--- src/vda_pkg.sv ---
// Shared constants, types and functions of the vector distance accumulator.
package vda_pkg;

	localparam int LANES       = 4;
	localparam int ELEM_W      = 16;
	localparam int ACC_W       = 48;
	localparam int PROD_W      = 34;
	localparam int METRIC_W    = 2;
	localparam int VLEN_W      = 11;
	localparam int CFG_IDX_W   = 1;
	localparam int CFG_DATA_W  = 11;
	localparam int MAX_DIM_DEF = 1024;
	localparam int COS_Q_W     = 31;

	localparam logic [METRIC_W-1:0] METRIC_L2  = 2'd0;
	localparam logic [METRIC_W-1:0] METRIC_DOT = 2'd1;
	localparam logic [METRIC_W-1:0] METRIC_COS = 2'd2;

	localparam logic [CFG_IDX_W-1:0] REG_METRIC = 1'b0;
	localparam logic [CFG_IDX_W-1:0] REG_VLEN   = 1'b1;

	localparam logic signed [ACC_W-1:0] ACC_MAX = {1'b0, {(ACC_W-1){1'b1}}};
	localparam logic signed [ACC_W-1:0] ACC_MIN = {1'b1, {(ACC_W-1){1'b0}}};

	typedef enum logic [1:0] {ST_ACC, ST_FIN, ST_COS} state_t;

	typedef enum logic [2:0] {C_IDLE, C_SQRT, C_MUL, C_DIV0, C_DIV, C_DONE} cos_state_t;

	typedef struct packed {
		logic busy;
		logic done;
	} cos_stat_t;

	typedef struct packed {
		logic                     en;
		logic signed [PROD_W-1:0] main_p;
		logic signed [PROD_W-1:0] na_p;
		logic signed [PROD_W-1:0] nb_p;
	} lane_out_t;

	function automatic logic signed [ACC_W-1:0] sat_add(
		input logic signed [ACC_W-1:0]  acc,
		input logic signed [PROD_W-1:0] p
	);
		logic signed [ACC_W:0] s;
		s = {acc[ACC_W-1], acc} + {{(ACC_W+1-PROD_W){p[PROD_W-1]}}, p};
		if (s[ACC_W] != s[ACC_W-1]) begin
			return s[ACC_W] ? ACC_MIN : ACC_MAX;
		end
		return s[ACC_W-1:0];
	endfunction

endpackage

--- src/vda_merge.sv ---
// Merge stage: saturating accumulation of all lanes, in lane order.
module vda_merge (
	input  logic                             clk,
	input  logic                             arst_n,
	input  logic                             clear,
	input  vda_pkg::lane_out_t               lanes [vda_pkg::LANES],
	output logic signed [vda_pkg::ACC_W-1:0] main_sum,
	output logic signed [vda_pkg::ACC_W-1:0] norm_a,
	output logic signed [vda_pkg::ACC_W-1:0] norm_b
);

	logic signed [vda_pkg::ACC_W-1:0] main_q, na_q, nb_q;
	logic signed [vda_pkg::ACC_W-1:0] main_d, na_d, nb_d;

	// lanes add one after another so saturation matches element order
	always_comb begin
		main_d = main_q;
		na_d   = na_q;
		nb_d   = nb_q;
		for (int i = 0; i < vda_pkg::LANES; i++) begin
			if (lanes[i].en) begin
				main_d = vda_pkg::sat_add(main_d, lanes[i].main_p);
				na_d   = vda_pkg::sat_add(na_d, lanes[i].na_p);
				nb_d   = vda_pkg::sat_add(nb_d, lanes[i].nb_p);
			end
		end
	end

	always_ff @(posedge clk or negedge arst_n) begin
		if (!arst_n) begin
			main_q <= '0;
			na_q   <= '0;
			nb_q   <= '0;
		end else if (clear) begin
			main_q <= '0;
			na_q   <= '0;
			nb_q   <= '0;
		end else begin
			main_q <= main_d;
			na_q   <= na_d;
			nb_q   <= nb_d;
		end
	end

	assign main_sum = main_q;
	assign norm_a   = na_q;
	assign norm_b   = nb_q;

endmodule

--- config.mk ---
export PLATFORM = sky130hd
export DESIGN_NAME = vda_merge
export DESIGN_NICKNAME = d
export VERILOG_FILES = /design/src/vda_pkg.sv /design/src/vda_merge.sv
export SDC_FILE = /design/constraint.sdc
export NUM_CORES = 2
export LEC_CHECK = 0
export CORE_ASPECT_RATIO = 1.1
export CORE_MARGIN = 4
export CORE_UTILIZATION = 50
export CTS_BUF_LIST = sky130_fd_sc_hd__clkbuf_8
export DETAILED_ROUTE_END_ITERATION = 10
export DONT_BUFFER_PORTS = 1
export SYNTH_ARGS = -nofsm -noshare
export SYNTH_HDL_FRONTEND = slang
export SYNTH_SLANG_ARGS = --single-unit
--- constraint.sdc ---
create_clock -name clk -period 13.8 [get_ports clk]
set_clock_uncertainty 0.2 [all_clocks]
set_input_delay 0.69 -clock clk [delete_from_list [all_inputs] [get_ports clk]]
set_output_delay 0.69 -clock clk [all_outputs]
set_load 0.05 [all_outputs]
==> summary.md <==
| Metric | Value |
|---|---|
| Clk root buf | clkbuf_8 |
| Post-Syn Nets | ~7900 |
| Core ar. | 94500 µm² |
| GRT Resource Usage Total | 0.461 |
| WHS Endpoint | norm_a[10] |
| EDFF count, synth | 0 |
| Maximum clock insertion buffer count | 2 |
| Total CTS buffers | 17 |
| R2R Setup Slk | 0.35 ns |
| Largest net degree at the start of global routing | 157 |
| Yosys warns | 0 |
| Initial drt markers | around 7700 |
| Slew Limit Fails | 0 |
| Worst setup EP type | register |
| Layout Cells excl Fill | between 8000 and 9000 |
| Hold path depth | 2 |
| Status | finished clean |
| Net count, final | 8333 |
| Global-route wire length before repair | 352000 µm |
| Cell family with most CP delay | compound AO/OA/AOI/OAI gates |
| I/O Pins | 559 |
| Most frequent cells in the layout | a21oi_1 (792), buf_4 (766), nand2_1 (658) |
| R2r startpoint | norm_b[29] |
| H-tree depth | 4 |
| CTS sink count | between 100 and 150 |
| CP Buf/Inv Count | 8 |
| Cells after DPL | 8554 |
| Post-Synthesis Cell Area | 47800 µm² |
| Crit share post-route | 0.974 |
| 1st-pass router iterations | 8 |
| F_max | 74.4 MHz |
| Hpwl dp | about 200000 µm |
| Layout cells sized above 1 | 0.145 |
| Share of the synthesized area in the top cell type | 0.153 |
| Setup violators final | 0 |
| CP Class | register to register |
| Worst r2r path cells | 50 |
| Top cell type by total area after synthesis | ha_1 |
| Most frequent CP cell | buf_4 |
| Clk_lat worst skew | slightly above 0.6 ns |
| Ranking of synthesized cells by area | ha_1 (15%), a21oi_1 (8.4%), dfrtp_1 (7.5%) |
| CTS tree | done |
| Initial antenna violation count | 75 |
| FP Rows | 118 |
| Most common cell after layout, fill and taps aside | a21oi_1 |
| Via Count | 60000 |
| GP Congestion | 1.13 |
| Pre-CTS setup slack | -0.920 ns |
| ANT nets after route | 0 |
| Required time of the critical path | roughly 14 ns |
| Hold crit path type | input pin to register |
| GR Overflow Total | 0 |
| Slew @ Worst Pin | 1.31 ns |
| Initial Util | 0.506 |
| Reg clk slew, reported paths | approximately 0.12 ns |
| CP max FO | 28 |
| Share of flip-flops with an asynchronous set or reset | 1.00 |
| Routed vias/inst | 6.92 |
| Die width | 303 µm |
| Vias in the first global route | 56000 |
| Synth unique cells | 110 |
| WHS | 0.0517 ns |
| Crit path DAT | between 10 and 15 ns |
| Count of final hold-check violations | 0 |
| Critical Path Source | norm_b[29] |
| Fin worst setup slack | 0.354 ns |
| PortBufs | 0 |
| DRC | 0 |
| Final TNS setup | 0 ns |
| Slowest cell on crit path | a22oi_1 |
| Ys flop type | dfrtp_1 |
| Register area share after synthesis | 0.0754 |
| Worst setup SP type | register |
| Die height | 332 µm |
| WL final | 247000 µm |
| Hold Startpoint | clear |
| Cell count after synthesis | 6869 |
| #FFs+latches synth | around 140 |
| DR WL/cell | ~28 µm |
| Slew HR | 0.117 |
| FF-to-FF End | norm_b[41] |
| Critical Path Max Stage Delay | a little over 0.6 ns |
| Max-cap viol count | 0 |
| Area added between synthesis and finish | 15.1% |
| Area of the die | between 100000 and 150000 µm² |
| Final worst path period need | 13.45 ns |
| Syn avg cell area | 6.96 µm² |
-- synth_stat cells, types with 56 or more instances --
cell type	n
a21oi_1	798
nand2_1	662
ha_1	585
o21ai_0	565
nor2_1	520
a21o_1	308
xnor2_1	305
clkbuf_1	290
inv_1	216
xor2_1	179
nand3_1	172
dfrtp_1	144
o21a_1	138
o211ai_1	129
nand4_1	124
a211oi_1	122
o21bai_1	104
nor3_1	103
a31oi_1	84
and3_1	83
o2bb2ai_1	63
and2_1	61
nor2b_1	61
nand2b_1	56
-- how the worst max path moves through the flow --
stage                         to  slack, ns  cells after the start
global route        main_sum[35]      -0.10                     52
floorplan             norm_b[28]       1.40                     52
detailed placement  main_sum[21]      -0.92                     54
finish                norm_b[41]       0.35                     50
CTS                 main_sum[35]       0.03                     54
global placement    main_sum[35]      -0.72                     55
-- flip-flops by register name, summed over array words and instances (netlist names) --
register and count:
norm_b 48, main_sum 48, norm_a 48
-- logic make-up (layout without fill, tap and decap cells) --
family	after synthesis	in the layout	synth area share
mux	78	78	0.0175
flops	144	144	0.0754
xor+xnor	484	484	0.0887
compound gates	2950	2950	0.410
fa+ha+maj	612	612	0.161
other cells	0	75	0
simple gates	2026	2026	0.200
buf+inv	575	1040	0.0467
-- routing by layer --
layer	track usage	vias to the layer above	wire length [µm]
li1	-	27100	-
met3	0.141	860	31500
met5	0	-	121
met1	0.554	28100	91100
met2	0.711	3885	105000
met4	0.298	18	19400
-- through the flow --
stage | utilization | cell area, µm²
floorplan | - | 47800
global placement | 0.573 | 54100
detailed placement | 0.573 | 54100
CTS | 0.577 | 54500
global route | 0.581 | 54900
finish | 0.582 | 55000
-- cell type report --
cell class / count / area [µm²]
Sequential cell: 144 / 3610
Inverter: 218 / 822
Antenna cell: 75 / 188
Fill cell: 9226 / 39500
Tap cell: 1260 / 1580
Timing Repair Buffer: 790 / 6180
Clock buffer: 18 / 248
Multi-Input combinational cell: 6150 / 42300
Clock inverter: 14 / 91.3
-- what timing repair did --
| item | 4_1_cts | 5_1_grt |
|---|---|---|
| endpoints found under the hold margin | 148 | 0 |
| pin swaps | 0 | 6 |
| gates resized for setup | 6 | 68 |
| buffers inserted | 0 | 3 |
| cloned | 0 | 0 |
| hold buffers | 5 | 0 |
| endpoints found under the setup margin | 47 | 140 |
-- worst reg2reg max path: cells and delay by family (launching register included) --
| family | cells | cell delay [ns] |
|---|---|---|
| AND/OR/NAND/NOR | 9 | 2.25 |
| buffers and inverters | 8 | 1.62 |
| multiplexers | 3 | 1.16 |
| AO/OA/AOI/OAI | 26 | 6.07 |
| flip-flops | 1 | 0.53 |
| adder cells (fa/ha/maj) | 4 | 1.48 |
Power is left out: the tool's default activity adds up to more than one toggle a clock period on the data nets, which glitch-free logic cannot reach.
