===== config.mk =====
export PLATFORM = sky130hd
export DESIGN_NAME = vda_lane
export DESIGN_NICKNAME = d
export VERILOG_FILES = /design/src/vda_pkg.sv /design/src/vda_lane.sv
export SDC_FILE = /design/constraint.sdc
export NUM_CORES = 2
export LEC_CHECK = 0
export BUFFER_PORTS_ARGS = -buffer_cell sky130_fd_sc_hd__buf_2
export CAP_MARGIN = 20
export CORE_MARGIN = 2
export CORE_UTILIZATION = 50
export CTS_CLUSTER_DIAMETER = 30
export DETAILED_ROUTE_END_ITERATION = 10
export PLACE_DENSITY = 0.7
export REMOVE_ABC_BUFFERS = 1
export SYNTH_ARGS = -nofsm -noshare
export SYNTH_HDL_FRONTEND = slang
export SYNTH_SLANG_ARGS = --single-unit

===== constraint.sdc =====
create_clock -name clk -period 0.8 [get_ports clk]
set_input_delay 0.08 -clock clk [delete_from_list [all_inputs] [get_ports clk]]
set_output_delay 0.08 -clock clk [all_outputs]
set_load 0.03 [all_outputs]

===== src/vda_pkg.sv =====
// Shared constants, types and functions of the vector distance accumulator.
package vda_pkg;

	localparam int LANES       = 4;
	localparam int ELEM_W      = 16;
	localparam int ACC_W       = 48;
	localparam int PROD_W      = 34;
	localparam int METRIC_W    = 2;
	localparam int VLEN_W      = 11;
	localparam int CFG_IDX_W   = 1;
	localparam int CFG_DATA_W  = 11;
	localparam int MAX_DIM_DEF = 1024;
	localparam int COS_Q_W     = 31;

	localparam logic [METRIC_W-1:0] METRIC_L2  = 2'd0;
	localparam logic [METRIC_W-1:0] METRIC_DOT = 2'd1;
	localparam logic [METRIC_W-1:0] METRIC_COS = 2'd2;

	localparam logic [CFG_IDX_W-1:0] REG_METRIC = 1'b0;
	localparam logic [CFG_IDX_W-1:0] REG_VLEN   = 1'b1;

	localparam logic signed [ACC_W-1:0] ACC_MAX = {1'b0, {(ACC_W-1){1'b1}}};
	localparam logic signed [ACC_W-1:0] ACC_MIN = {1'b1, {(ACC_W-1){1'b0}}};

	typedef enum logic [1:0] {ST_ACC, ST_FIN, ST_COS} state_t;

	typedef enum logic [2:0] {C_IDLE, C_SQRT, C_MUL, C_DIV0, C_DIV, C_DONE} cos_state_t;

	typedef struct packed {
		logic busy;
		logic done;
	} cos_stat_t;

	typedef struct packed {
		logic                     en;
		logic signed [PROD_W-1:0] main_p;
		logic signed [PROD_W-1:0] na_p;
		logic signed [PROD_W-1:0] nb_p;
	} lane_out_t;

	function automatic logic signed [ACC_W-1:0] sat_add(
		input logic signed [ACC_W-1:0]  acc,
		input logic signed [PROD_W-1:0] p
	);
		logic signed [ACC_W:0] s;
		s = {acc[ACC_W-1], acc} + {{(ACC_W+1-PROD_W){p[PROD_W-1]}}, p};
		if (s[ACC_W] != s[ACC_W-1]) begin
			return s[ACC_W] ? ACC_MIN : ACC_MAX;
		end
		return s[ACC_W-1:0];
	endfunction

endpackage


===== src/vda_lane.sv =====
// One lane: registered element products for the accumulators.
module vda_lane (
	input  logic                              clk,
	input  logic                              arst_n,
	input  logic                              take,
	input  logic                              in_range,
	input  logic                              l2,
	input  logic signed [vda_pkg::ELEM_W-1:0] a,
	input  logic signed [vda_pkg::ELEM_W-1:0] b,
	output vda_pkg::lane_out_t                q
);

	logic signed [vda_pkg::ELEM_W:0]   diff;
	logic signed [vda_pkg::PROD_W-1:0] main_s1, na_s1, nb_s1;
	logic                              en_s1;

	assign diff = {a[vda_pkg::ELEM_W-1], a} - {b[vda_pkg::ELEM_W-1], b};

	always_ff @(posedge clk or negedge arst_n) begin
		if (!arst_n) begin
			en_s1 <= 1'b0;
		end else begin
			en_s1 <= take & in_range;
		end
	end

	always_ff @(posedge clk) begin
		if (take) begin
			main_s1 <= l2 ? vda_pkg::PROD_W'(diff * diff) : vda_pkg::PROD_W'(a * b);
			na_s1   <= vda_pkg::PROD_W'(a * a);
			nb_s1   <= vda_pkg::PROD_W'(b * b);
		end
	end

	assign q = '{en: en_s1, main_p: main_s1, na_p: na_s1, nb_p: nb_s1};

endmodule


==> flow_metrics.env <==
export IMPL_yosys_warnings=0
export IMPL_track_usage=0.276
export IMPL_synth_cell_types=81
export IMPL_wire_per_inst_um=18.3
export IMPL_critPathMaxStageDelay_ps=610
export IMPL_num_rows=105
export IMPL_synth_edff_count=96
export IMPL_syn2layout_area_growth_pct=29.6
export IMPL_first_global_vias=35100
export IMPL_antenna_found_initial=4
export IMPL_cp_start_kind="input port"
export IMPL_yosys_area_top_type="fa_1"
export IMPL_die_w_um=290
export IMPL_path_class="in -> reg"
export IMPL_numCtsBuffers=9
export IMPL_hold_end="na_s1[4]"
export IMPL_worstMarginPinSlew_ps=685
export IMPL_crit_cells=30
export IMPL_cts_max_level=3
export IMPL_grt_first_pass_wirelength_um=182000
export IMPL_path_clk_slew_ps=90
export IMPL_cp_top_family="adder cells"
export IMPL_yosysSeqAreaShare=0.0709
export IMPL_met2_usage=0.463
export IMPL_synth_area_um2=41000
export IMPL_dieArea_um2=84300
export IMPL_setup_ws_ps=-6510
export IMPL_grt_setup_unrepaired="yes"
export IMPL_synth_top_area_frac=0.493
export IMPL_cts_tree="built"
export IMPL_die_y_um=290
export IMPL_status="finished, violations left"
export IMPL_violations="setup timing"
export IMPL_hp_start="take"
export IMPL_viasPerCell=5.16
export IMPL_ys_ff_latch=97
export IMPL_drive_gt1_frac=0.279
export IMPL_crit_buf_inv=7
export IMPL_place_congestion=0.908
export IMPL_min_period_over_period=9.14
export IMPL_required_ps=980
export IMPL_cts_sink_count=97
export IMPL_firstDrtPassIters=5
export IMPL_clockBufferDepth=2
export IMPL_async_flop_share=0.0103
export IMPL_fmax_ghz=0.137
export IMPL_holdPathStages=2
export IMPL_ant_nets=0
export IMPL_use_met1=0.365
export IMPL_synthFlopType="edfxtp_1"
export IMPL_design_area_um2=53100
export IMPL_crit_fanout=13
export IMPL_finalNetCount=6638
export IMPL_period_needed_ps=7310
export IMPL_root_buffer="clkbuf_16"
export IMPL_start_util=0.503
export IMPL_max_slew_margin_rel=0.542
export IMPL_setup_viol=193
export IMPL_end_kind="register"
export IMPL_grt_busiest_layer="met2"
export IMPL_io_pin_count=140
export IMPL_synth_area_per_cell_um2=9.43
export IMPL_cap_violations=0
export IMPL_cp_slowest_cell="fa_2"
export IMPL_synthCells=4348
export IMPL_drtIter0Drc=1813
export IMPL_placed_cell_area_um2=48100
export IMPL_core_um2=81600
export IMPL_critPathArrivalTime_ps=7480
export IMPL_cp_common_cell="fa_1"
export IMPL_overflow=0
export IMPL_post_place_ws_ps=-7350
export IMPL_slew_violations=0
export IMPL_routed_wl_um=115000
export IMPL_route_vias_total=32500
export IMPL_use_met3=0.0390
export IMPL_hold_path_class="in -> reg"
export IMPL_dp_hpwl_um=86100
export IMPL_portBuffers=137
export IMPL_hold_viol=0
export IMPL_route_detailed_drc=0
export IMPL_tns_ps=-429820
export IMPL_grt_start_max_net_pins=47
export IMPL_synth_area_leaders="fa_1 49%, inv_1 11%, ha_1 11%"
-- how the worst max path moves through the flow --
stage / from / slack (ps) / endpoint
finish: a[5] / -6510 / main_s1[31]
floorplan: a[0] / -7100 / main_s1[33]
CTS: a[0] / -6410 / main_s1[33]
global route: a[5] / -6750 / main_s1[33]
detailed placement: a[0] / -7350 / main_s1[33]
global placement: a[0] / -7150 / main_s1[33]
-- cells in the final DEF (no fill, tap or decap), types with 8 or more instances in the layout --
cell / netlist / final
ha_1: 372 / 306
nand3_1: 21 / 17
nand4_1: 10 / 10
a21o_1: 32 / 32
buf_6: 1 / 81
clkbuf_16: 0 / 17
buf_12: 0 / 54
xnor2_2: 0 / 20
nand2_4: 0 / 12
a21oi_4: 0 / 10
nor2_2: 0 / 38
a21oi_2: 0 / 32
o21ai_1: 4 / 21
o21ai_2: 2 / 29
o21a_1: 18 / 18
nand2b_1: 36 / 35
nor2b_1: 16 / 12
ha_4: 0 / 60
fa_2: 0 / 24
fa_1: 1009 / 985
nor2_4: 0 / 13
a211oi_1: 18 / 10
xor2_1: 47 / 41
buf_2: 11 / 111
inv_1: 1242 / 1181
and2_1: 94 / 88
buf_8: 0 / 11
nor3_1: 24 / 15
buf_4: 9 / 717
nor2_1: 278 / 227
o21ai_0: 73 / 26
nand2_1: 437 / 396
a21oi_1: 108 / 66
o21bai_1: 13 / 11
a31oi_4: 0 / 8
nand2_2: 0 / 29
edfxtp_1: 96 / 96
xnor2_1: 108 / 86
inv_2: 6 / 58
-- what timing repair did --
item                                   4_1_cts  5_1_grt
pin swaps                                  180      167
endpoints found under the hold margin        2        0
setup buffers                               73       44
setup endpoints to repair                  193      193
hold buffers                                 3        0
gates resized for setup                    548      269
cloned                                      11        8
-- cell usage after synthesis (all sizes together) (48+ instances only) --
master,n
ha,372
o21ai,79
xnor2,108
nand2,437
nor2,278
edfxtp,96
a21oi,108
inv,1248
clkbuf,109
and2,94
xor2,48
fa,1009
-- routing by layer --
layer	vias to the layer above	wire length, um	share of wire
li1	14500	-	-
met1	16500	44300	0.38
met2	1159	56900	0.49
met3	294	8660	0.075
met4	2	5410	0.047
met5	-	8	0.000069
-- cell families after synthesis --
logic type      after synthesis  share of synthesized area
buf+inv                    1395                      0.129
compound gates              348                     0.0556
fa+ha+maj                  1381                      0.606
simple gates                961                      0.103
xor+xnor                    156                     0.0335
flops                        97                     0.0709
mux                           9                    0.00229
other cells                   1                  0.0000914
-- final cells by class --
type                            instances  area [um2]
Multi-Input combinational cell       2857       35200
Fill cell                            6048       28400
Timing Repair Buffer                  999        8650
Inverter                             1256        4760
Sequential cell                        97        2910
Tap cell                             1070        1340
Clock buffer                            9         225
Clock inverter                          7        60.1
Antenna cell                            3        7.51
-- state kept, by name, summed over array words and instances (netlist names) --
signal	count
en_s1	1
main_s1	34
na_s1	31
nb_s1	31
-- metrics by stage --
stage          hold slack (ps)  utilization  instances
2_1_floorplan             -216            -       4210
3_3_place_gp              -145        0.589       6151
3_5_place_dp              -145        0.589       6151
5_1_grt                    102        0.651       6296
4_1_cts                   88.1        0.633       6252
6_report                   102        0.651       6298
Power is left out: the tool's default activity adds up to more than one toggle a clock period on the data nets, which glitch-free logic cannot reach.
