<file path="config.mk">
export PLATFORM = sky130hd
export DESIGN_NAME = vda_cosine
export DESIGN_NICKNAME = d
export VERILOG_FILES = /design/src/vda_pkg.sv /design/src/vda_cosine.sv
export SDC_FILE = /design/constraint.sdc
export NUM_CORES = 2
export LEC_CHECK = 0
export BUFFER_PORTS_ARGS = -buffer_cell sky130_fd_sc_hd__buf_2
export CAP_MARGIN = 20
export CORE_MARGIN = 2
export CORE_UTILIZATION = 30
export CTS_CLUSTER_DIAMETER = 200
export DETAILED_ROUTE_END_ITERATION = 12
export HOLD_SLACK_MARGIN = 0.02
export PLACE_DENSITY_LB_ADDON = 0.12
export SYNTH_ARGS = -nofsm -noshare
export SYNTH_HDL_FRONTEND = slang
export SYNTH_SLANG_ARGS = --single-unit
</file>
<file path="constraint.sdc">
create_clock -name clk -period 10 [get_ports clk]
set_clock_uncertainty 0.05 [all_clocks]
set_input_delay 1 -clock clk [delete_from_list [all_inputs] [get_ports clk]]
set_output_delay 1 -clock clk [all_outputs]
set_load 0.02 [all_outputs]
</file>
<file path="src/vda_pkg.sv">
// Shared constants, types and functions of the vector distance accumulator.
package vda_pkg;

	localparam int LANES       = 4;
	localparam int ELEM_W      = 16;
	localparam int ACC_W       = 48;
	localparam int PROD_W      = 34;
	localparam int METRIC_W    = 2;
	localparam int VLEN_W      = 11;
	localparam int CFG_IDX_W   = 1;
	localparam int CFG_DATA_W  = 11;
	localparam int MAX_DIM_DEF = 1024;
	localparam int COS_Q_W     = 31;

	localparam logic [METRIC_W-1:0] METRIC_L2  = 2'd0;
	localparam logic [METRIC_W-1:0] METRIC_DOT = 2'd1;
	localparam logic [METRIC_W-1:0] METRIC_COS = 2'd2;

	localparam logic [CFG_IDX_W-1:0] REG_METRIC = 1'b0;
	localparam logic [CFG_IDX_W-1:0] REG_VLEN   = 1'b1;

	localparam logic signed [ACC_W-1:0] ACC_MAX = {1'b0, {(ACC_W-1){1'b1}}};
	localparam logic signed [ACC_W-1:0] ACC_MIN = {1'b1, {(ACC_W-1){1'b0}}};

	typedef enum logic [1:0] {ST_ACC, ST_FIN, ST_COS} state_t;

	typedef enum logic [2:0] {C_IDLE, C_SQRT, C_MUL, C_DIV0, C_DIV, C_DONE} cos_state_t;

	typedef struct packed {
		logic busy;
		logic done;
	} cos_stat_t;

	typedef struct packed {
		logic                     en;
		logic signed [PROD_W-1:0] main_p;
		logic signed [PROD_W-1:0] na_p;
		logic signed [PROD_W-1:0] nb_p;
	} lane_out_t;

	function automatic logic signed [ACC_W-1:0] sat_add(
		input logic signed [ACC_W-1:0]  acc,
		input logic signed [PROD_W-1:0] p
	);
		logic signed [ACC_W:0] s;
		s = {acc[ACC_W-1], acc} + {{(ACC_W+1-PROD_W){p[PROD_W-1]}}, p};
		if (s[ACC_W] != s[ACC_W-1]) begin
			return s[ACC_W] ? ACC_MIN : ACC_MAX;
		end
		return s[ACC_W-1:0];
	endfunction

endpackage

</file>
<file path="src/vda_cosine.sv">
// Cosine magnitude: two bit-pair square roots, one multiply, restoring divide.
module vda_cosine (
	input  logic                              clk,
	input  logic                              arst_n,
	input  logic                              start,
	input  logic signed [vda_pkg::ACC_W-1:0]  na,
	input  logic signed [vda_pkg::ACC_W-1:0]  nb,
	input  logic        [vda_pkg::ACC_W-1:0]  mag,
	output vda_pkg::cos_stat_t                stat,
	output logic        [vda_pkg::COS_Q_W-1:0] q
);

	localparam int DIV_STEPS = 46;
	localparam int CNT_W     = $clog2(DIV_STEPS);
	localparam logic [vda_pkg::ACC_W-1:0] Q_CAP = vda_pkg::ACC_W'(64'd1 << 30);

	vda_pkg::cos_state_t st_q, st_d;

	logic [63:0]              na_n_q, nb_n_q, ra_q, rb_q, bit_q, d_q;
	logic [64:0]              rem_q;
	logic [vda_pkg::ACC_W-1:0] mag_q, q_q;
	logic [CNT_W-1:0]         cnt_q;

	logic [63:0] sum_a, sum_b;
	logic        ge_a, ge_b, mag_ge_d, cap_now, div_ge;
	logic [64:0] d2, rem2, mag_x;

	assign sum_a    = ra_q + bit_q;
	assign sum_b    = rb_q + bit_q;
	assign ge_a     = na_n_q >= sum_a;
	assign ge_b     = nb_n_q >= sum_b;
	assign d2       = {d_q, 1'b0};
	assign mag_x    = {17'd0, mag_q};
	assign mag_ge_d = mag_x >= {1'b0, d_q};
	assign cap_now  = (d_q == 64'd0) || (mag_x >= d2);
	assign rem2     = {rem_q[63:0], 1'b0};
	assign div_ge   = rem2 >= {1'b0, d_q};

	always_ff @(posedge clk or negedge arst_n) begin
		if (!arst_n) begin
			st_q <= vda_pkg::C_IDLE;
		end else begin
			st_q <= st_d;
		end
	end

	always_comb begin
		st_d = st_q;
		unique case (st_q)
			vda_pkg::C_IDLE, vda_pkg::C_DONE: if (start) st_d = vda_pkg::C_SQRT;
			vda_pkg::C_SQRT: if (bit_q == 64'd1) st_d = vda_pkg::C_MUL;
			vda_pkg::C_MUL:  st_d = vda_pkg::C_DIV0;
			vda_pkg::C_DIV0: st_d = cap_now ? vda_pkg::C_DONE : vda_pkg::C_DIV;
			vda_pkg::C_DIV:  if (cnt_q == CNT_W'(DIV_STEPS - 1)) st_d = vda_pkg::C_DONE;
			default:         st_d = vda_pkg::C_IDLE;
		endcase
	end

	always_ff @(posedge clk) begin
		unique case (st_q)
			vda_pkg::C_IDLE, vda_pkg::C_DONE: begin
				if (start) begin
					na_n_q <= {na[47:0], 16'd0};
					nb_n_q <= {nb[47:0], 16'd0};
					ra_q   <= '0;
					rb_q   <= '0;
					bit_q  <= 64'h4000_0000_0000_0000;
					mag_q  <= mag;
				end
			end
			vda_pkg::C_SQRT: begin
				if (ge_a) begin
					na_n_q <= na_n_q - sum_a;
					ra_q   <= (ra_q >> 1) + bit_q;
				end else begin
					ra_q   <= ra_q >> 1;
				end
				if (ge_b) begin
					nb_n_q <= nb_n_q - sum_b;
					rb_q   <= (rb_q >> 1) + bit_q;
				end else begin
					rb_q   <= rb_q >> 1;
				end
				bit_q <= bit_q >> 2;
			end
			vda_pkg::C_MUL: d_q <= ra_q[31:0] * rb_q[31:0];
			vda_pkg::C_DIV0: begin
				cnt_q <= '0;
				if (cap_now) begin
					q_q <= Q_CAP;
				end else if (mag_ge_d) begin
					q_q   <= vda_pkg::ACC_W'(1);
					rem_q <= mag_x - {1'b0, d_q};
				end else begin
					q_q   <= '0;
					rem_q <= mag_x;
				end
			end
			vda_pkg::C_DIV: begin
				cnt_q <= cnt_q + 1'b1;
				rem_q <= div_ge ? rem2 - {1'b0, d_q} : rem2;
				q_q   <= {q_q[vda_pkg::ACC_W-2:0], div_ge};
			end
			default: ;
		endcase
	end

	assign stat.busy = (st_q != vda_pkg::C_IDLE) && (st_q != vda_pkg::C_DONE);
	assign stat.done = (st_q == vda_pkg::C_DONE);
	assign q = (q_q > Q_CAP) ? vda_pkg::COS_Q_W'(Q_CAP) : q_q[vda_pkg::COS_Q_W-1:0];

endmodule

</file>
==> results.md <==
* Status: finished clean
* Most numerous cell in the Yosys netlist: inv_1
* Routed WL per cell at approximately 21 µm
* Clock slew at reported path FFs at 0.06 ns
* Starting Density at 0.302
* Post-synth EDFFs at slightly above 500
* Multi-input gate area in the final layout at 57900 µm²
* Pre-CTS setup slack at 1.05 ns
* Yosys warns at 0
* Slew @ Worst Pin at between 1 and 1.5 ns
* Drt total wl at about 260000 µm
* DRT Pass-1 Iters at 5
* Via count at 63500
* CTS tree: done
* # H-tree levels at 3
* Clock buffer count from CTS at 79
* Yosys reg bits at 521
* Worst path top cell family by delay: adder cells
* Vias in the first global route at 66200
* Sink Count at 521
* Layout cells sized above 1 at 0.0583
* Iteration-0 DRC Markers at 3839
* Largest net degree at the start of global routing at 102
* Post-Syn Instances at 8917
* Total global routing overflow at 0
* Worst setup startpoint: rb_q[6]
* Rel. slew slack at 0.197
* Hold path cells at 1
* Highest cell delay on the worst timing path at 0.79 ns
* Reg2reg start: rb_q[6]
* Leading area contributor after synthesis: fa_1
* Crit end category: flop
* Synth area leaders: fa_1 23%, edfxtp_1 20%, ha_1 11%, and2_1 5.9%, inv_1 4.8%
* RSZ-0062 raised after global routing: false
* Vias/cell at 5.12
* Detail Route Antenna Nets at 0
* # IOs at 180
* Worst vdd ir at between 150 and 200 µV
* Final Max Slew Viols at 0
* Critical path type: flop to flop
* Die ar. at approximately 270000 µm²
* Register area share after synthesis at 0.197
* Max Fanout on Critical Path at 28
* CP max stage cell: edfxtp_1
* Final period util at 0.899
* Commonest cells post-synth: 1022 x inv_1, 1004 x nand2_1, 900 x fa_1
* Seq. cell area at 15600 µm²
* CP Launch Type: flop
* Tmin final at 8.99 ns
* Core region area at 263000 µm²
* Setup violators final at 0
* Setup Fix Bufs, Post-CTS at 0
* DRC at 0
* CTS Hold Bufs at 1
* Worst Path Buf+Inv at 9
* Yosys cell types at 87
* First-pass GRT wire length at 405000 µm
* FMAX at 0.111 GHz
* Longest Clk Path Bufs at 3
* # port buffers at 179
* Crit path DAT at 9.37 ns
* Fillers at 27600
* Worst endpoint required time at 10.38 ns
* Levels on crit path at 30
* Post-CTS sizing at 0
* Pleak at 39.0 nW
* Total Nets Final at 10500
* Final HPWL DP at between 200000 and 250000 µm
* Setup TNS at 0 ns
* Area delta synth->final at 9.03%
* Clk_lat worst skew at 0.73 ns
* Placement row count at 188
* Crit path top cell by count: fa_1
* Syn Std Cell Area at 79200 µm²
* Reg2Reg Depth at 30
* Final WS setup at 1.01 ns
* Gpl congestion at roughly 0.89
* Root Buffer: clkbuf_16
* Post-synth ARST share at 0.00576
* Initial antenna violation count at 10
* Primary FF master, synth: edfxtp_1
* Syn Nets at approximately 11000
* Post-synth top area share at 0.228
* GRT Total Usage at 0.192
* DIE WIDTH at between 500 and 600 µm
* Final Hold Violating Endpoints at 0
* Worst min-delay path category: primary input to flop
* Cell Pwr Density at 127 nW/µm²
* Avg Cell Area, Syn at 8.88 µm²
* HP Start: mag[21]
* Chip height at 518 µm
* Maxcap violations at 0
==> state kept, by name (all words and copies together) (netlist names), 6 cells and up <==
register,count
d_q,64
bit_q,32
cnt_q,6
rb_q,64
q_q,48
mag_q,48
rem_q,64
na_n_q,64
ra_q,64
nb_n_q,64
==> cells by family (layout without fill, tap and decap cells) <==
group                    count (synthesis)  in the layout  share of synthesized area
AO/OA/AOI/OAI                         1893           1893                      0.155
XOR/XNOR                               479            479                     0.0530
adder cells (fa/ha/maj)               1584           1584                      0.336
buffers and inverters                 1523           1485                     0.0730
flip-flops                             521            521                      0.197
multiplexers                            47             47                    0.00602
other                                    0              2                          0
AND/OR/NAND/NOR                       2870           2870                      0.180
==> cell type report <==
class                           instances  share of cell area
Inverter                             1022              0.0445
Antenna cell                            2           0.0000580
Tap cell                             3515              0.0509
Clock buffer                           98              0.0237
Multi-Input combinational cell       6873               0.670
Sequential cell                       521               0.181
Clock inverter                         47             0.00657
Timing Repair Buffer                  318              0.0230
==> power breakdown <==
group / internal (mW) / leakage (nW) / switching, mW / total, mW
clock: 1.72 / 1.27 / 1.18 / 2.90
combinational: 1.63 / 32.8 / 2.94 / 4.57
sequential: 2.92 / 4.87 / 0.556 / 3.48
==> cells in the final DEF (no fill, tap or decap), drive strengths merged, types with 37 or more instances in the layout <==
master | netlist | final
a31oi | 149 | 149
nand3 | 105 | 105
xnor2 | 247 | 247
clkbuf | 423 | 99
and3 | 54 | 54
buf | 78 | 316
and2 | 747 | 747
nand4 | 174 | 174
o211ai | 37 | 37
o21ai | 406 | 406
a21oi | 477 | 477
edfxtp | 518 | 518
nand2 | 1004 | 1004
nor3 | 102 | 102
nor4 | 58 | 58
o31ai | 44 | 44
ha | 684 | 684
nor2b | 66 | 66
a21o | 268 | 268
nand2b | 48 | 48
a211oi | 103 | 103
o21bai | 90 | 90
xor2 | 232 | 232
fa | 900 | 900
nor2 | 407 | 407
inv | 1022 | 1024
mux2i | 42 | 42
o21a | 72 | 72
==> stage by stage <==
stage | instance area, µm² | std cells | utilization | power (mW) | hold slack [ns]
2_1_floorplan | 79200 | 8917 | - | 6.51 | 0.466
3_3_place_gp | 83700 | 12200 | 0.319 | 8.02 | 0.483
3_5_place_dp | 83700 | 12200 | 0.319 | 8.05 | 0.487
4_1_cts | 86300 | 12400 | 0.329 | 11.0 | 0.356
5_1_grt | 86300 | 12400 | 0.329 | 11.6 | 0.376
6_report | 86300 | 12400 | 0.329 | 10.9 | 0.425
==> routing by layer <==
| layer | wire, µm | up-vias | share of wire | GRT usage |
|---|---|---|---|---|
| li1 | - | 30000 | - | - |
| met2 | 127000 | 1169 | 0.48 | 0.334 |
| met1 | 121000 | 32000 | 0.46 | 0.258 |
| met3 | 7950 | 278 | 0.030 | 0.0165 |
| met4 | 6400 | 0 | 0.024 | 0.0462 |
| met5 | 0 | - | 0 | 0 |
==> worst register-to-register path, delay by kind of cell (launching register included) <==
family / cells / cell delay, ns
adders and majority gates: 9 / 4.30
DFF: 1 / 0.79
buffers and inverters: 9 / 1.04
and+or+nand+nor: 2 / 0.36
AOI/OAI and AO/OA: 9 / 2.13
xor gates and xnor gates: 1 / 0.08
==> path summary, 6_finish.rpt <==
kind	slack [ns]	endpoint
worst max-delay path	1.01	d_q[61]
worst min-delay path	0.43	mag_q[21]
worst max register to register	1.01	d_q[61]
worst min register to register	0.50	q_q[39]
max in group asynchronous	9.19	st_q[2]
min in group asynchronous	0.60	st_q[0]
No activity file was read; power rests on OpenSTA's default activity.
